`src/sv/kmdbl_pkg.sv`:
```
// ----------------------------------------------------------------------------
// Key matrix debounce package
// Shared payload types, register map, state encoding and constants for the
// key matrix debounce and breathing LED block.
// ----------------------------------------------------------------------------
package kmdbl_pkg;

    localparam int ROW_W   = 14;   // bits of one row field
    localparam int IN_ROWS = 5;    // row fields in a transaction
    localparam int ADDR_W  = 5;
    localparam int DATA_W  = 32;
    localparam int IDX_W   = 3;

    // register indexes (byte address = 4 * index)
    localparam logic [IDX_W-1:0] REG_DEBOUNCE_SCANS  = 3'd0;
    localparam logic [IDX_W-1:0] REG_LEVEL_UPPER     = 3'd1;
    localparam logic [IDX_W-1:0] REG_LEVEL_LOWER     = 3'd2;
    localparam logic [IDX_W-1:0] REG_PERIOD_BASE     = 3'd3;
    localparam logic [IDX_W-1:0] REG_PRESS_BOOST     = 3'd4;
    localparam logic [IDX_W-1:0] REG_COOLDOWN_LENGTH = 3'd5;

    // register reset values
    localparam logic [7:0]  RST_DEBOUNCE_SCANS  = 8'd5;
    localparam logic [7:0]  RST_LEVEL_UPPER     = 8'd200;
    localparam logic [7:0]  RST_LEVEL_LOWER     = 8'd5;
    localparam logic [15:0] RST_PERIOD_BASE     = 16'd120;
    localparam logic [7:0]  RST_PRESS_BOOST     = 8'd50;
    localparam logic [7:0]  RST_COOLDOWN_LENGTH = 8'd24;
    localparam logic [15:0] RST_STEP_PERIOD     = 16'd200;

    localparam logic [7:0]  PERIOD_NUM  = 8'd200;  // dividend of the period
    localparam logic [7:0]  BOUNCE_STEP = 8'd4;
    localparam logic [7:0]  LEVEL_MAX   = 8'd255;
    localparam logic [15:0] PERIOD_MAX  = 16'hFFFF;

    typedef struct packed {
        logic [ROW_W-1:0] raw_row0;
        logic [ROW_W-1:0] raw_row1;
        logic [ROW_W-1:0] raw_row2;
        logic [ROW_W-1:0] raw_row3;
        logic [ROW_W-1:0] raw_row4;
    } in_t;

    typedef struct packed {
        logic [ROW_W-1:0] stable_row0;
        logic [ROW_W-1:0] stable_row1;
        logic [ROW_W-1:0] stable_row2;
        logic [ROW_W-1:0] stable_row3;
        logic [ROW_W-1:0] stable_row4;
        logic [7:0]       pwm_level;
        logic             committed;
    } out_t;

    typedef enum logic [2:0] {
        ST_IDLE,
        ST_LOAD,
        ST_BOOST,
        ST_STEP,
        ST_DIV,
        ST_PERIOD,
        ST_DONE
    } state_t;

endpackage

```
`src/sv/kmdbl_div.sv`:
```
// ----------------------------------------------------------------------------
// Period divider
// Restoring radix-2 divider: constant dividend over an 8-bit divisor, one
// quotient bit per cycle.
// ----------------------------------------------------------------------------
module kmdbl_div (
    input  logic       aclk,
    input  logic       aresetn,
    input  logic       start,
    input  logic [7:0] divisor,
    output logic       done,
    output logic [7:0] quotient
);

    logic       busy_reg, busy_next;
    logic       done_reg, done_next;
    logic [2:0] cnt_reg, cnt_next;
    logic [7:0] rem_reg, rem_next;
    logic [7:0] quo_reg, quo_next;
    logic [7:0] dvs_reg, dvs_next;

    logic [8:0] shifted;
    logic       ge;

    always_comb begin
        shifted   = {rem_reg, quo_reg[7]};
        ge        = shifted >= {1'b0, dvs_reg};
        busy_next = busy_reg;
        done_next = 1'b0;
        cnt_next  = cnt_reg;
        rem_next  = rem_reg;
        quo_next  = quo_reg;
        dvs_next  = dvs_reg;
        if (start) begin
            busy_next = 1'b1;
            cnt_next  = '0;
            rem_next  = '0;
            quo_next  = kmdbl_pkg::PERIOD_NUM;
            dvs_next  = divisor;
        end else if (busy_reg) begin
            // shift in one dividend bit, subtract when it fits
            rem_next = ge ? 8'(shifted - {1'b0, dvs_reg}) : shifted[7:0];
            quo_next = {quo_reg[6:0], ge};
            cnt_next = cnt_reg + 3'd1;
            if (cnt_reg == 3'd7) begin
                busy_next = 1'b0;
                done_next = 1'b1;
            end
        end
    end

    always_ff @(posedge aclk) begin
        if (!aresetn) begin
            busy_reg <= 1'b0;
            done_reg <= 1'b0;
            cnt_reg  <= '0;
        end else begin
            busy_reg <= busy_next;
            done_reg <= done_next;
            cnt_reg  <= cnt_next;
        end
    end

    always_ff @(posedge aclk) begin
        rem_reg <= rem_next;
        quo_reg <= quo_next;
        dvs_reg <= dvs_next;
    end

    assign done     = done_reg;
    assign quotient = quo_reg;

endmodule

```
`src/sv/key_matrix_debounce_breathing_led_top.sv`:
```
// Sequencing: a committing scan adds a boost pass over the rows, and a breathing
//   step waits on the restoring divider before the result is offered.
// Throughput: one scan at a time; s_ready is high only while the sequencer is idle.
// Reset (aresetn low, synchronous): registers to defaults, candidate and debounced
//   matrices cleared, brightness zero, ramp rising, no result pending.
// ----------------------------------------------------------------------------
// Key matrix debounce with breathing LED level
// Debounces a full key matrix scan per transaction, boosts brightness on new
// presses and steps a breathing ramp whose period comes from the period divider.
// ----------------------------------------------------------------------------
module key_matrix_debounce_breathing_led_top #(
    parameter int ROWS = 5,
    parameter int COLS = 14
) (
    input  logic                          aclk,
    input  logic                          aresetn,
    input  logic                          s_valid,
    output logic                          s_ready,
    input  kmdbl_pkg::in_t                s_data,
    output logic                          m_valid,
    input  logic                          m_ready,
    output kmdbl_pkg::out_t               m_data,
    input  logic                          psel,
    input  logic                          penable,
    input  logic                          pwrite,
    input  logic [kmdbl_pkg::ADDR_W-1:0]  paddr,
    input  logic [kmdbl_pkg::DATA_W-1:0]  pwdata,
    output logic [kmdbl_pkg::DATA_W-1:0]  prdata,
    output logic                          pready
);

    localparam int RIDX_W = (ROWS > 1) ? $clog2(ROWS) : 1;
    localparam int IN_N   = (ROWS < kmdbl_pkg::IN_ROWS) ? ROWS : kmdbl_pkg::IN_ROWS;
    localparam int CW     = (COLS < kmdbl_pkg::ROW_W) ? COLS : kmdbl_pkg::ROW_W;

    // configuration
    logic [7:0]  debounce_scans_reg, level_upper_reg, level_lower_reg;
    logic [15:0] period_base_reg;
    logic [7:0]  press_boost_reg, cooldown_length_reg;

    // block state
    kmdbl_pkg::state_t state_reg, state_next;
    logic [COLS-1:0]   scan_reg   [ROWS];
    logic [COLS-1:0]   cand_reg   [ROWS];
    logic [COLS-1:0]   stable_reg [ROWS];
    logic [ROWS-1:0]   gained_reg;
    logic [RIDX_W-1:0] ridx_reg;
    logic [7:0]        debounce_count_reg;
    logic [15:0]       tick_count_reg;
    logic [15:0]       step_period_reg;
    logic [7:0]        brightness_reg;
    logic              rising_reg;
    logic [7:0]        cooldown_left_reg;
    logic [7:0]        duty_out_reg;
    logic              commit_reg;
    logic              tick_zero_reg;
    logic              m_valid_reg;
    kmdbl_pkg::out_t   m_data_reg;

    // combinational
    logic [kmdbl_pkg::ROW_W-1:0] raw_rows [kmdbl_pkg::IN_ROWS];
    logic [COLS-1:0]   scan_in [ROWS];
    logic              changed;
    logic [7:0]        cnt_eff;
    logic              commit;
    logic [ROWS-1:0]   gained;
    logic [16:0]       tick_inc;
    logic [15:0]       tick_next;
    logic [8:0]        boost_sum;
    logic [7:0]        boosted;
    logic [7:0]        b1, b2, b3, cd1, cd3;
    logic              r2, r3, up_hit, low_hit;
    logic [7:0]        div_divisor;
    logic              div_start, div_done;
    logic [7:0]        div_quotient;
    logic [16:0]       period_sum;
    logic              out_load;
    logic              cfg_wr;
    logic [kmdbl_pkg::ROW_W-1:0] out_rows [kmdbl_pkg::IN_ROWS];

    kmdbl_div u_div (
        .aclk     (aclk),
        .aresetn  (aresetn),
        .start    (div_start),
        .divisor  (div_divisor),
        .done     (div_done),
        .quotient (div_quotient)
    );

    // ------------------------------------------------------------------
    // configuration port
    // ------------------------------------------------------------------
    assign pready = 1'b1;
    assign cfg_wr = psel && penable && pwrite;

    always_ff @(posedge aclk) begin
        if (!aresetn) begin
            debounce_scans_reg  <= kmdbl_pkg::RST_DEBOUNCE_SCANS;
            level_upper_reg     <= kmdbl_pkg::RST_LEVEL_UPPER;
            level_lower_reg     <= kmdbl_pkg::RST_LEVEL_LOWER;
            period_base_reg     <= kmdbl_pkg::RST_PERIOD_BASE;
            press_boost_reg     <= kmdbl_pkg::RST_PRESS_BOOST;
            cooldown_length_reg <= kmdbl_pkg::RST_COOLDOWN_LENGTH;
        end else if (cfg_wr) begin
            case (paddr[4:2])
                kmdbl_pkg::REG_DEBOUNCE_SCANS:  debounce_scans_reg  <= pwdata[7:0];
                kmdbl_pkg::REG_LEVEL_UPPER:     level_upper_reg     <= pwdata[7:0];
                kmdbl_pkg::REG_LEVEL_LOWER:     level_lower_reg     <= pwdata[7:0];
                kmdbl_pkg::REG_PERIOD_BASE:     period_base_reg     <= pwdata[15:0];
                kmdbl_pkg::REG_PRESS_BOOST:     press_boost_reg     <= pwdata[7:0];
                kmdbl_pkg::REG_COOLDOWN_LENGTH: cooldown_length_reg <= pwdata[7:0];
                default: ;
            endcase
        end
    end

    always_comb begin
        case (paddr[4:2])
            kmdbl_pkg::REG_DEBOUNCE_SCANS:  prdata = {24'd0, debounce_scans_reg};
            kmdbl_pkg::REG_LEVEL_UPPER:     prdata = {24'd0, level_upper_reg};
            kmdbl_pkg::REG_LEVEL_LOWER:     prdata = {24'd0, level_lower_reg};
            kmdbl_pkg::REG_PERIOD_BASE:     prdata = {16'd0, period_base_reg};
            kmdbl_pkg::REG_PRESS_BOOST:     prdata = {24'd0, press_boost_reg};
            kmdbl_pkg::REG_COOLDOWN_LENGTH: prdata = {24'd0, cooldown_length_reg};
            default:                        prdata = '0;
        endcase
    end

    // ------------------------------------------------------------------
    // input mapping: fields to matrix rows, extra rows and columns read 0
    // ------------------------------------------------------------------
    assign raw_rows[0] = s_data.raw_row0;
    assign raw_rows[1] = s_data.raw_row1;
    assign raw_rows[2] = s_data.raw_row2;
    assign raw_rows[3] = s_data.raw_row3;
    assign raw_rows[4] = s_data.raw_row4;

    always_comb begin
        for (int r = 0; r < ROWS; r++) begin
            scan_in[r] = '0;
        end
        for (int r = 0; r < IN_N; r++) begin
            for (int c = 0; c < CW; c++) begin
                scan_in[r][c] = raw_rows[r][c];
            end
        end
    end

    // ------------------------------------------------------------------
    // scan evaluation (ST_LOAD)
    // ------------------------------------------------------------------
    always_comb begin
        changed = 1'b0;
        for (int r = 0; r < ROWS; r++) begin
            if (scan_reg[r] != cand_reg[r]) begin
                changed = 1'b1;
            end
            gained[r] = |(scan_reg[r] & ~stable_reg[r]);
        end
        cnt_eff = changed ? debounce_scans_reg : debounce_count_reg;
        commit  = (cnt_eff == 8'd1);

        // period never drops below tick + 1 except through a zero period
        tick_inc  = {1'b0, tick_count_reg} + 17'd1;
        tick_next = (step_period_reg == 16'd0 || tick_inc >= {1'b0, step_period_reg})
                    ? 16'd0 : tick_inc[15:0];
    end

    // saturating boost add (ST_BOOST)
    assign boost_sum = {1'b0, brightness_reg} + {1'b0, press_boost_reg};
    assign boosted   = boost_sum[8] ? kmdbl_pkg::LEVEL_MAX : boost_sum[7:0];

    // ------------------------------------------------------------------
    // breathing step (ST_STEP)
    // ------------------------------------------------------------------
    always_comb begin
        cd1 = cooldown_left_reg;
        if (cooldown_left_reg != 8'd0) begin
            cd1 = cooldown_left_reg - 8'd1;
            b1  = brightness_reg;
        end else if (rising_reg) begin
            b1 = (brightness_reg == kmdbl_pkg::LEVEL_MAX) ? brightness_reg
                                                          : brightness_reg + 8'd1;
        end else begin
            b1 = (brightness_reg == 8'd0) ? 8'd0 : brightness_reg - 8'd1;
        end

        // bounce back from the upper limit
        up_hit = b1 > level_upper_reg;
        if (up_hit) begin
            b2 = (b1 >= kmdbl_pkg::BOUNCE_STEP) ? b1 - kmdbl_pkg::BOUNCE_STEP : 8'd0;
        end else begin
            b2 = b1;
        end
        r2 = up_hit ? 1'b0 : rising_reg;

        // clamp at the floor and start the cool-down
        low_hit = (b2 < level_lower_reg) && (cd1 == 8'd0);
        b3  = low_hit ? level_lower_reg : b2;
        r3  = low_hit ? 1'b1 : r2;
        cd3 = low_hit ? cooldown_length_reg : cd1;

        div_divisor = (b3 == 8'd0) ? 8'd1 : b3;
    end

    assign period_sum = {9'd0, div_quotient} + {1'b0, period_base_reg};

    // ------------------------------------------------------------------
    // sequencer
    // ------------------------------------------------------------------
    always_ff @(posedge aclk) begin
        if (!aresetn) begin
            state_reg <= kmdbl_pkg::ST_IDLE;
        end else begin
            state_reg <= state_next;
        end
    end

    always_comb begin
        state_next = state_reg;
        s_ready    = 1'b0;
        div_start  = 1'b0;
        out_load   = 1'b0;
        case (state_reg)
            kmdbl_pkg::ST_IDLE: begin
                s_ready = 1'b1;
                if (s_valid) begin
                    state_next = kmdbl_pkg::ST_LOAD;
                end
            end
            kmdbl_pkg::ST_LOAD: begin
                if (commit) begin
                    state_next = kmdbl_pkg::ST_BOOST;
                end else if (tick_next == 16'd0) begin
                    state_next = kmdbl_pkg::ST_STEP;
                end else begin
                    state_next = kmdbl_pkg::ST_DONE;
                end
            end
            kmdbl_pkg::ST_BOOST: begin
                if (ridx_reg == RIDX_W'(ROWS - 1)) begin
                    state_next = tick_zero_reg ? kmdbl_pkg::ST_STEP : kmdbl_pkg::ST_DONE;
                end
            end
            kmdbl_pkg::ST_STEP: begin
                div_start  = 1'b1;
                state_next = kmdbl_pkg::ST_DIV;
            end
            kmdbl_pkg::ST_DIV: begin
                if (div_done) begin
                    state_next = kmdbl_pkg::ST_PERIOD;
                end
            end
            kmdbl_pkg::ST_PERIOD: begin
                state_next = kmdbl_pkg::ST_DONE;
            end
            kmdbl_pkg::ST_DONE: begin
                // hold until the output register is free
                if (!m_valid_reg || m_ready) begin
                    out_load   = 1'b1;
                    state_next = kmdbl_pkg::ST_IDLE;
                end
            end
            default: begin
                state_next = kmdbl_pkg::ST_IDLE;
            end
        endcase
    end

    // ------------------------------------------------------------------
    // datapath state
    // ------------------------------------------------------------------
    always_ff @(posedge aclk) begin
        if (!aresetn) begin
            for (int r = 0; r < ROWS; r++) begin
                cand_reg[r]   <= '0;
                stable_reg[r] <= '0;
            end
            debounce_count_reg <= kmdbl_pkg::RST_DEBOUNCE_SCANS;
            tick_count_reg     <= '0;
            step_period_reg    <= kmdbl_pkg::RST_STEP_PERIOD;
            brightness_reg     <= '0;
            rising_reg         <= 1'b1;
            cooldown_left_reg  <= '0;
            duty_out_reg       <= '0;
            ridx_reg           <= '0;
            commit_reg         <= 1'b0;
            tick_zero_reg      <= 1'b0;
        end else begin
            case (state_reg)
                kmdbl_pkg::ST_LOAD: begin
                    for (int r = 0; r < ROWS; r++) begin
                        cand_reg[r] <= scan_reg[r];
                        if (commit) begin
                            stable_reg[r] <= scan_reg[r];
                        end
                    end
                    debounce_count_reg <= (cnt_eff != 8'd0) ? cnt_eff - 8'd1 : 8'd0;
                    commit_reg         <= commit;
                    tick_count_reg     <= tick_next;
                    tick_zero_reg      <= (tick_next == 16'd0);
                    ridx_reg           <= '0;
                end
                kmdbl_pkg::ST_BOOST: begin
                    if (gained_reg[ridx_reg]) begin
                        brightness_reg <= boosted;
                    end
                    ridx_reg <= ridx_reg + RIDX_W'(1);
                end
                kmdbl_pkg::ST_STEP: begin
                    brightness_reg    <= b3;
                    rising_reg        <= r3;
                    cooldown_left_reg <= cd3;
                    duty_out_reg      <= b3;
                end
                kmdbl_pkg::ST_PERIOD: begin
                    step_period_reg <= period_sum[16] ? kmdbl_pkg::PERIOD_MAX
                                                      : period_sum[15:0];
                end
                default: ;
            endcase
        end
    end

    always_ff @(posedge aclk) begin
        if (s_valid && s_ready) begin
            for (int r = 0; r < ROWS; r++) begin
                scan_reg[r] <= scan_in[r];
            end
        end
        if (state_reg == kmdbl_pkg::ST_LOAD) begin
            gained_reg <= gained;
        end
    end

    // ------------------------------------------------------------------
    // output register
    // ------------------------------------------------------------------
    always_comb begin
        for (int r = 0; r < kmdbl_pkg::IN_ROWS; r++) begin
            out_rows[r] = '0;
        end
        for (int r = 0; r < IN_N; r++) begin
            for (int c = 0; c < CW; c++) begin
                out_rows[r][c] = stable_reg[r][c];
            end
        end
    end

    always_ff @(posedge aclk) begin
        if (!aresetn) begin
            m_valid_reg <= 1'b0;
            m_data_reg  <= '0;
        end else begin
            if (out_load) begin
                m_valid_reg            <= 1'b1;
                m_data_reg.stable_row0 <= out_rows[0];
                m_data_reg.stable_row1 <= out_rows[1];
                m_data_reg.stable_row2 <= out_rows[2];
                m_data_reg.stable_row3 <= out_rows[3];
                m_data_reg.stable_row4 <= out_rows[4];
                m_data_reg.pwm_level   <= duty_out_reg;
                m_data_reg.committed   <= commit_reg;
            end else if (m_ready) begin
                m_valid_reg <= 1'b0;
            end
        end
    end

    assign m_valid = m_valid_reg;
    assign m_data  = m_data_reg;

endmodule

```
`config.mk`:
```
export PLATFORM = sky130hd
export DESIGN_NAME = key_matrix_debounce_breathing_led_top
export DESIGN_NICKNAME = d
export VERILOG_FILES = /design/src/sv/kmdbl_pkg.sv /design/src/sv/kmdbl_div.sv /design/src/sv/key_matrix_debounce_breathing_led_top.sv
export SDC_FILE = /design/constraint.sdc
export NUM_CORES = 1
export LEC_CHECK = 0
export BUFFER_PORTS_ARGS = -buffer_cell sky130_fd_sc_hd__clkbuf_2
export CAP_MARGIN = 0
export CORE_ASPECT_RATIO = 0.7
export CORE_MARGIN = 2
export CORE_UTILIZATION = 53
export DETAILED_ROUTE_END_ITERATION = 8
export GPL_TIMING_DRIVEN = 0
export PLACE_DENSITY_LB_ADDON = 0.3
export SKIP_CTS_REPAIR_TIMING = 1
export SLEW_MARGIN = 20
export SYNTH_ARGS = -nofsm -noshare
export SYNTH_HDL_FRONTEND = slang
export SYNTH_SLANG_ARGS = --single-unit
```
`constraint.sdc`:
```
create_clock -name aclk -period 9.3 [get_ports aclk]
set_input_delay 0.93 -clock aclk [delete_from_list [all_inputs] [get_ports aclk]]
set_output_delay 0.93 -clock aclk [all_outputs]
set_load 0.005 [all_outputs]
```
==> summary.md <==
| Metric | Value |
|---|---|
| Die Area | 0.0421 sq mm |
| Clock tree buffer depth | 3 |
| Most common cell after layout, fill and taps aside | nand2_1 |
| Least-Margin Pin Slew | ~1.2 ns |
| Core area | 0.0398 sq mm |
| Primary FF master, synth | dfxtp_1 |
| Clock Root Buffer | clkbuf_16 |
| Num ports | 228 |
| RSZ-0062 raised after global routing | false |
| Synthesized instance count | roughly 2,200 |
| Met1 usage | 44.0% |
| Largest net degree at the start of global routing | 54 |
| Dpl cells | between 2,000 and 3,000 |
| HP Class | flop to flop |
| Syn Area/Cell | between 9 and 10 sq um |
| Crit Path Class | flop to flop |
| Total of max-cap violations | 0 |
| Fillers | approximately 3,300 |
| Period Utilization, post-route | 77.0% |
| Total global-route track usage | 29.5% |
| Routed via count | ~18,000 |
| Worst-skew pair later-pin latency | around 0.57 ns |
| Kind of end point of the critical path | flop |
| DP HPWL | 47,200 microns |
| Fin crit period | 7.17 ns |
| # clock sinks | 453 |
| H-tree levels | 2 |
| Crit-path most repeated cell | nor3_1 |
| Ys Warns | 0 |
| Die Wd | between 200 and 250 microns |
| Non-filler cells in the finished layout | around 3,000 |
| Vias in the first global route | roughly 17,000 |
| Worst EP arrival | roughly 7.5 ns |
| Cell Area, Synth | 0.0214 sq mm |
| Antenna-violating nets left | 0 |
| Worst Setup Start Kind | flop |
| Final Hold Viols | 0 |
| Slowest cell on crit path | or4b_2 |
| GRT busiest layer | met1 |
| Clk pin slew, worst setup/hold paths | 0.07 ns |
| Initial DRC count | 1,964 |
| CTS tree | done |
| Leakage | 0.0101 uW |
| GR Util met2 | 41.6% |
| Most frequent cells in the layout | nand2_1, dfxtp_1, edfxtp_1 |
| Layout cell share with drive strength beyond 1 | 13.4% |
| Maximum VDD drop | 0.158 mV |
| Worst Clk Skew | 0.0210 ns |
| DRC viols | 0 |
| Req. time, crit path | 9.59 ns |
| GR Util met3 | 9.10% |
| First-pass detailed-route iteration total | 7 |
| Routed WL per cell | 20.9 microns |
| Grt total ovfl | 0 |
| Via/cell ratio | 5.89 |
| TritonCTS Buffers | 44 |
| Post-synthesis register bit count | approximately 450 |
| Standard-cell rows | slightly above 60 |
| Die height | 172 microns |
| Initial antenna violation count | 0 |
| Slew HR | 21.6% |
| Peak Freq | 140 MHz |
| PD cells | between 200 and 300 mW/mm^2 |
| Status | finished, final reports clean |
| GPL Wtd Cong | 0.943 |
| Worst path max stage delay | between 0.6 and 0.7 ns |
| First-pass GRT wire length | ~95,000 microns |
| Sequential cell area fraction in the yosys report | 52.8% |
| Final nets | roughly 2,600 |
| Port Buffers | 192 |
| Largest register FFs | ~80 |
| Async S/R FF share, synth | 0% |
| Final setup fails | 0 |
| Total Wirelength | approximately 63,000 microns |
| Pins Over Slew Limit | 0 |
| Initial core utilization | 53.9% |
| Max Fanout on Critical Path | 10 |
| Fin Setup TNS | 0 ns |
| Final Core Density | 62.5% |
| Yosys cell types | 84 |
| Area Overhead vs Synth | 16.1% |
| Post-synth EDFFs | 223 |
## area by class of cell
cell class / count / area (sq um) / share of cell area, %
sequential: 453 / 11300 / 45.4
multi-input combinational: 1448 / 8980 / 36.1
clock buffer: 66 / 1350 / 5.42
timing repair buffer: 197 / 1100 / 4.42
tap: 535 / 669 / 2.69
inverter: 166 / 623 / 2.51
buffer: 131 / 597 / 2.40
clock inverter: 16 / 244 / 0.981
antenna: 2 / 5.00 / 0.0201
## worst paths after layout
check / start / endpoint / slack, ns / cells after the start
worst max-delay path: brightness_reg[0] / u_div.dvs_reg[5] / 2.13 / 29
worst min-delay path: m_data[78] / m_data[78] / 0.46 / 2
worst max register to register: brightness_reg[0] / u_div.dvs_reg[5] / 2.13 / 29
worst min register to register: m_data[78] / m_data[78] / 0.46 / 2
## kinds of logic (layout without fill, tap and decap cells)
kind of cell,after synthesis,in the layout,synth area share (%)
simple gates,772,772,17.2
flops,453,453,52.8
compound gates,403,403,11.6
buf+inv,297,576,5.67
xor+xnor,106,106,4.33
mux,78,78,4.07
fa+ha+maj,72,72,4.31
other cells,2,19,0.0351
## report_power, final
| part | switching, uW | internal, uW |
|---|---|---|
| registers | 214 | 2430 |
| clock network | 791 | 1170 |
| logic | 1110 | 613 |
## metrics by stage
stage / cell area (sq um) / worst slack [ns] / hold slack, ns / total power, uW
after global placement: 23100 / -2.37 / 0.432 / 4310
after CTS: 24900 / 2.30 / 0.455 / 6300
after floorplan: 21500 / 1.47 / 0.426 / 3780
after global routing: 24900 / 1.67 / 0.472 / 6590
after detailed placement: 23300 / 2.33 / 0.444 / 4350
final: 24900 / 2.13 / 0.456 / 6330
## synth_stat cells, types with 4 or more instances
| cell | n | share of area, % |
|---|---|---|
| nor3_1 | 71 | 1.7 |
| a211oi_1 | 5 | 0.18 |
| nor2_1 | 148 | 2.6 |
| buf_1 | 12 | 0.21 |
| clkbuf_1 | 95 | 1.7 |
| a21o_1 | 12 | 0.42 |
| nor2b_1 | 13 | 0.38 |
| o22ai_1 | 43 | 1.3 |
| or2_2 | 4 | 0.12 |
| nand3b_1 | 5 | 0.18 |
| o211ai_1 | 8 | 0.28 |
| inv_1 | 163 | 2.9 |
| buf_6 | 4 | 0.21 |
| and3_1 | 45 | 1.3 |
| o21ai_0 | 72 | 1.7 |
| a211o_1 | 4 | 0.16 |
| a31oi_1 | 11 | 0.32 |
| nand4_1 | 22 | 0.64 |
| mux4_2 | 6 | 0.63 |
| dfxtp_1 | 230 | 21 |
| mux2_2 | 5 | 0.26 |
| edfxtp_1 | 223 | 31 |
| mux2i_1 | 65 | 3.0 |
| or3_1 | 14 | 0.41 |
| ha_1 | 69 | 4.0 |
| o21a_1 | 5 | 0.18 |
| xnor2_1 | 36 | 1.5 |
| or4_1 | 5 | 0.18 |
| nor4b_1 | 4 | 0.16 |
| nand2_1 | 286 | 5.0 |
| buf_4 | 18 | 0.63 |
| xor2_1 | 70 | 2.9 |
| a21oi_1 | 166 | 3.9 |
| nand3_1 | 45 | 1.1 |
| a221oi_1 | 24 | 0.98 |
| a22o_1 | 8 | 0.33 |
| and2_1 | 38 | 1.1 |
| nand2b_1 | 21 | 0.61 |
| nor4_1 | 30 | 0.88 |
## worst max-delay path: cells and delay by family (launching register included)
family / cells / cell delay [ns]
AND/OR/NAND/NOR: 13 / 3.00
buffers and inverters: 7 / 1.32
AO/OA/AOI/OAI: 5 / 1.28
adder cells (fa/ha/maj): 3 / 0.90
flip-flops: 1 / 0.32
multiplexers: 1 / 0.08
## per-layer routing
metal | routed length [microns] | up-vias
met4 | 1230 | 0
met1 | 28400 | 8627
met5 | 0 | -
met2 | 25600 | 853
li1 | - | 8189
met3 | 7650 | 89
No activity file was read; power rests on OpenSTA's default activity.
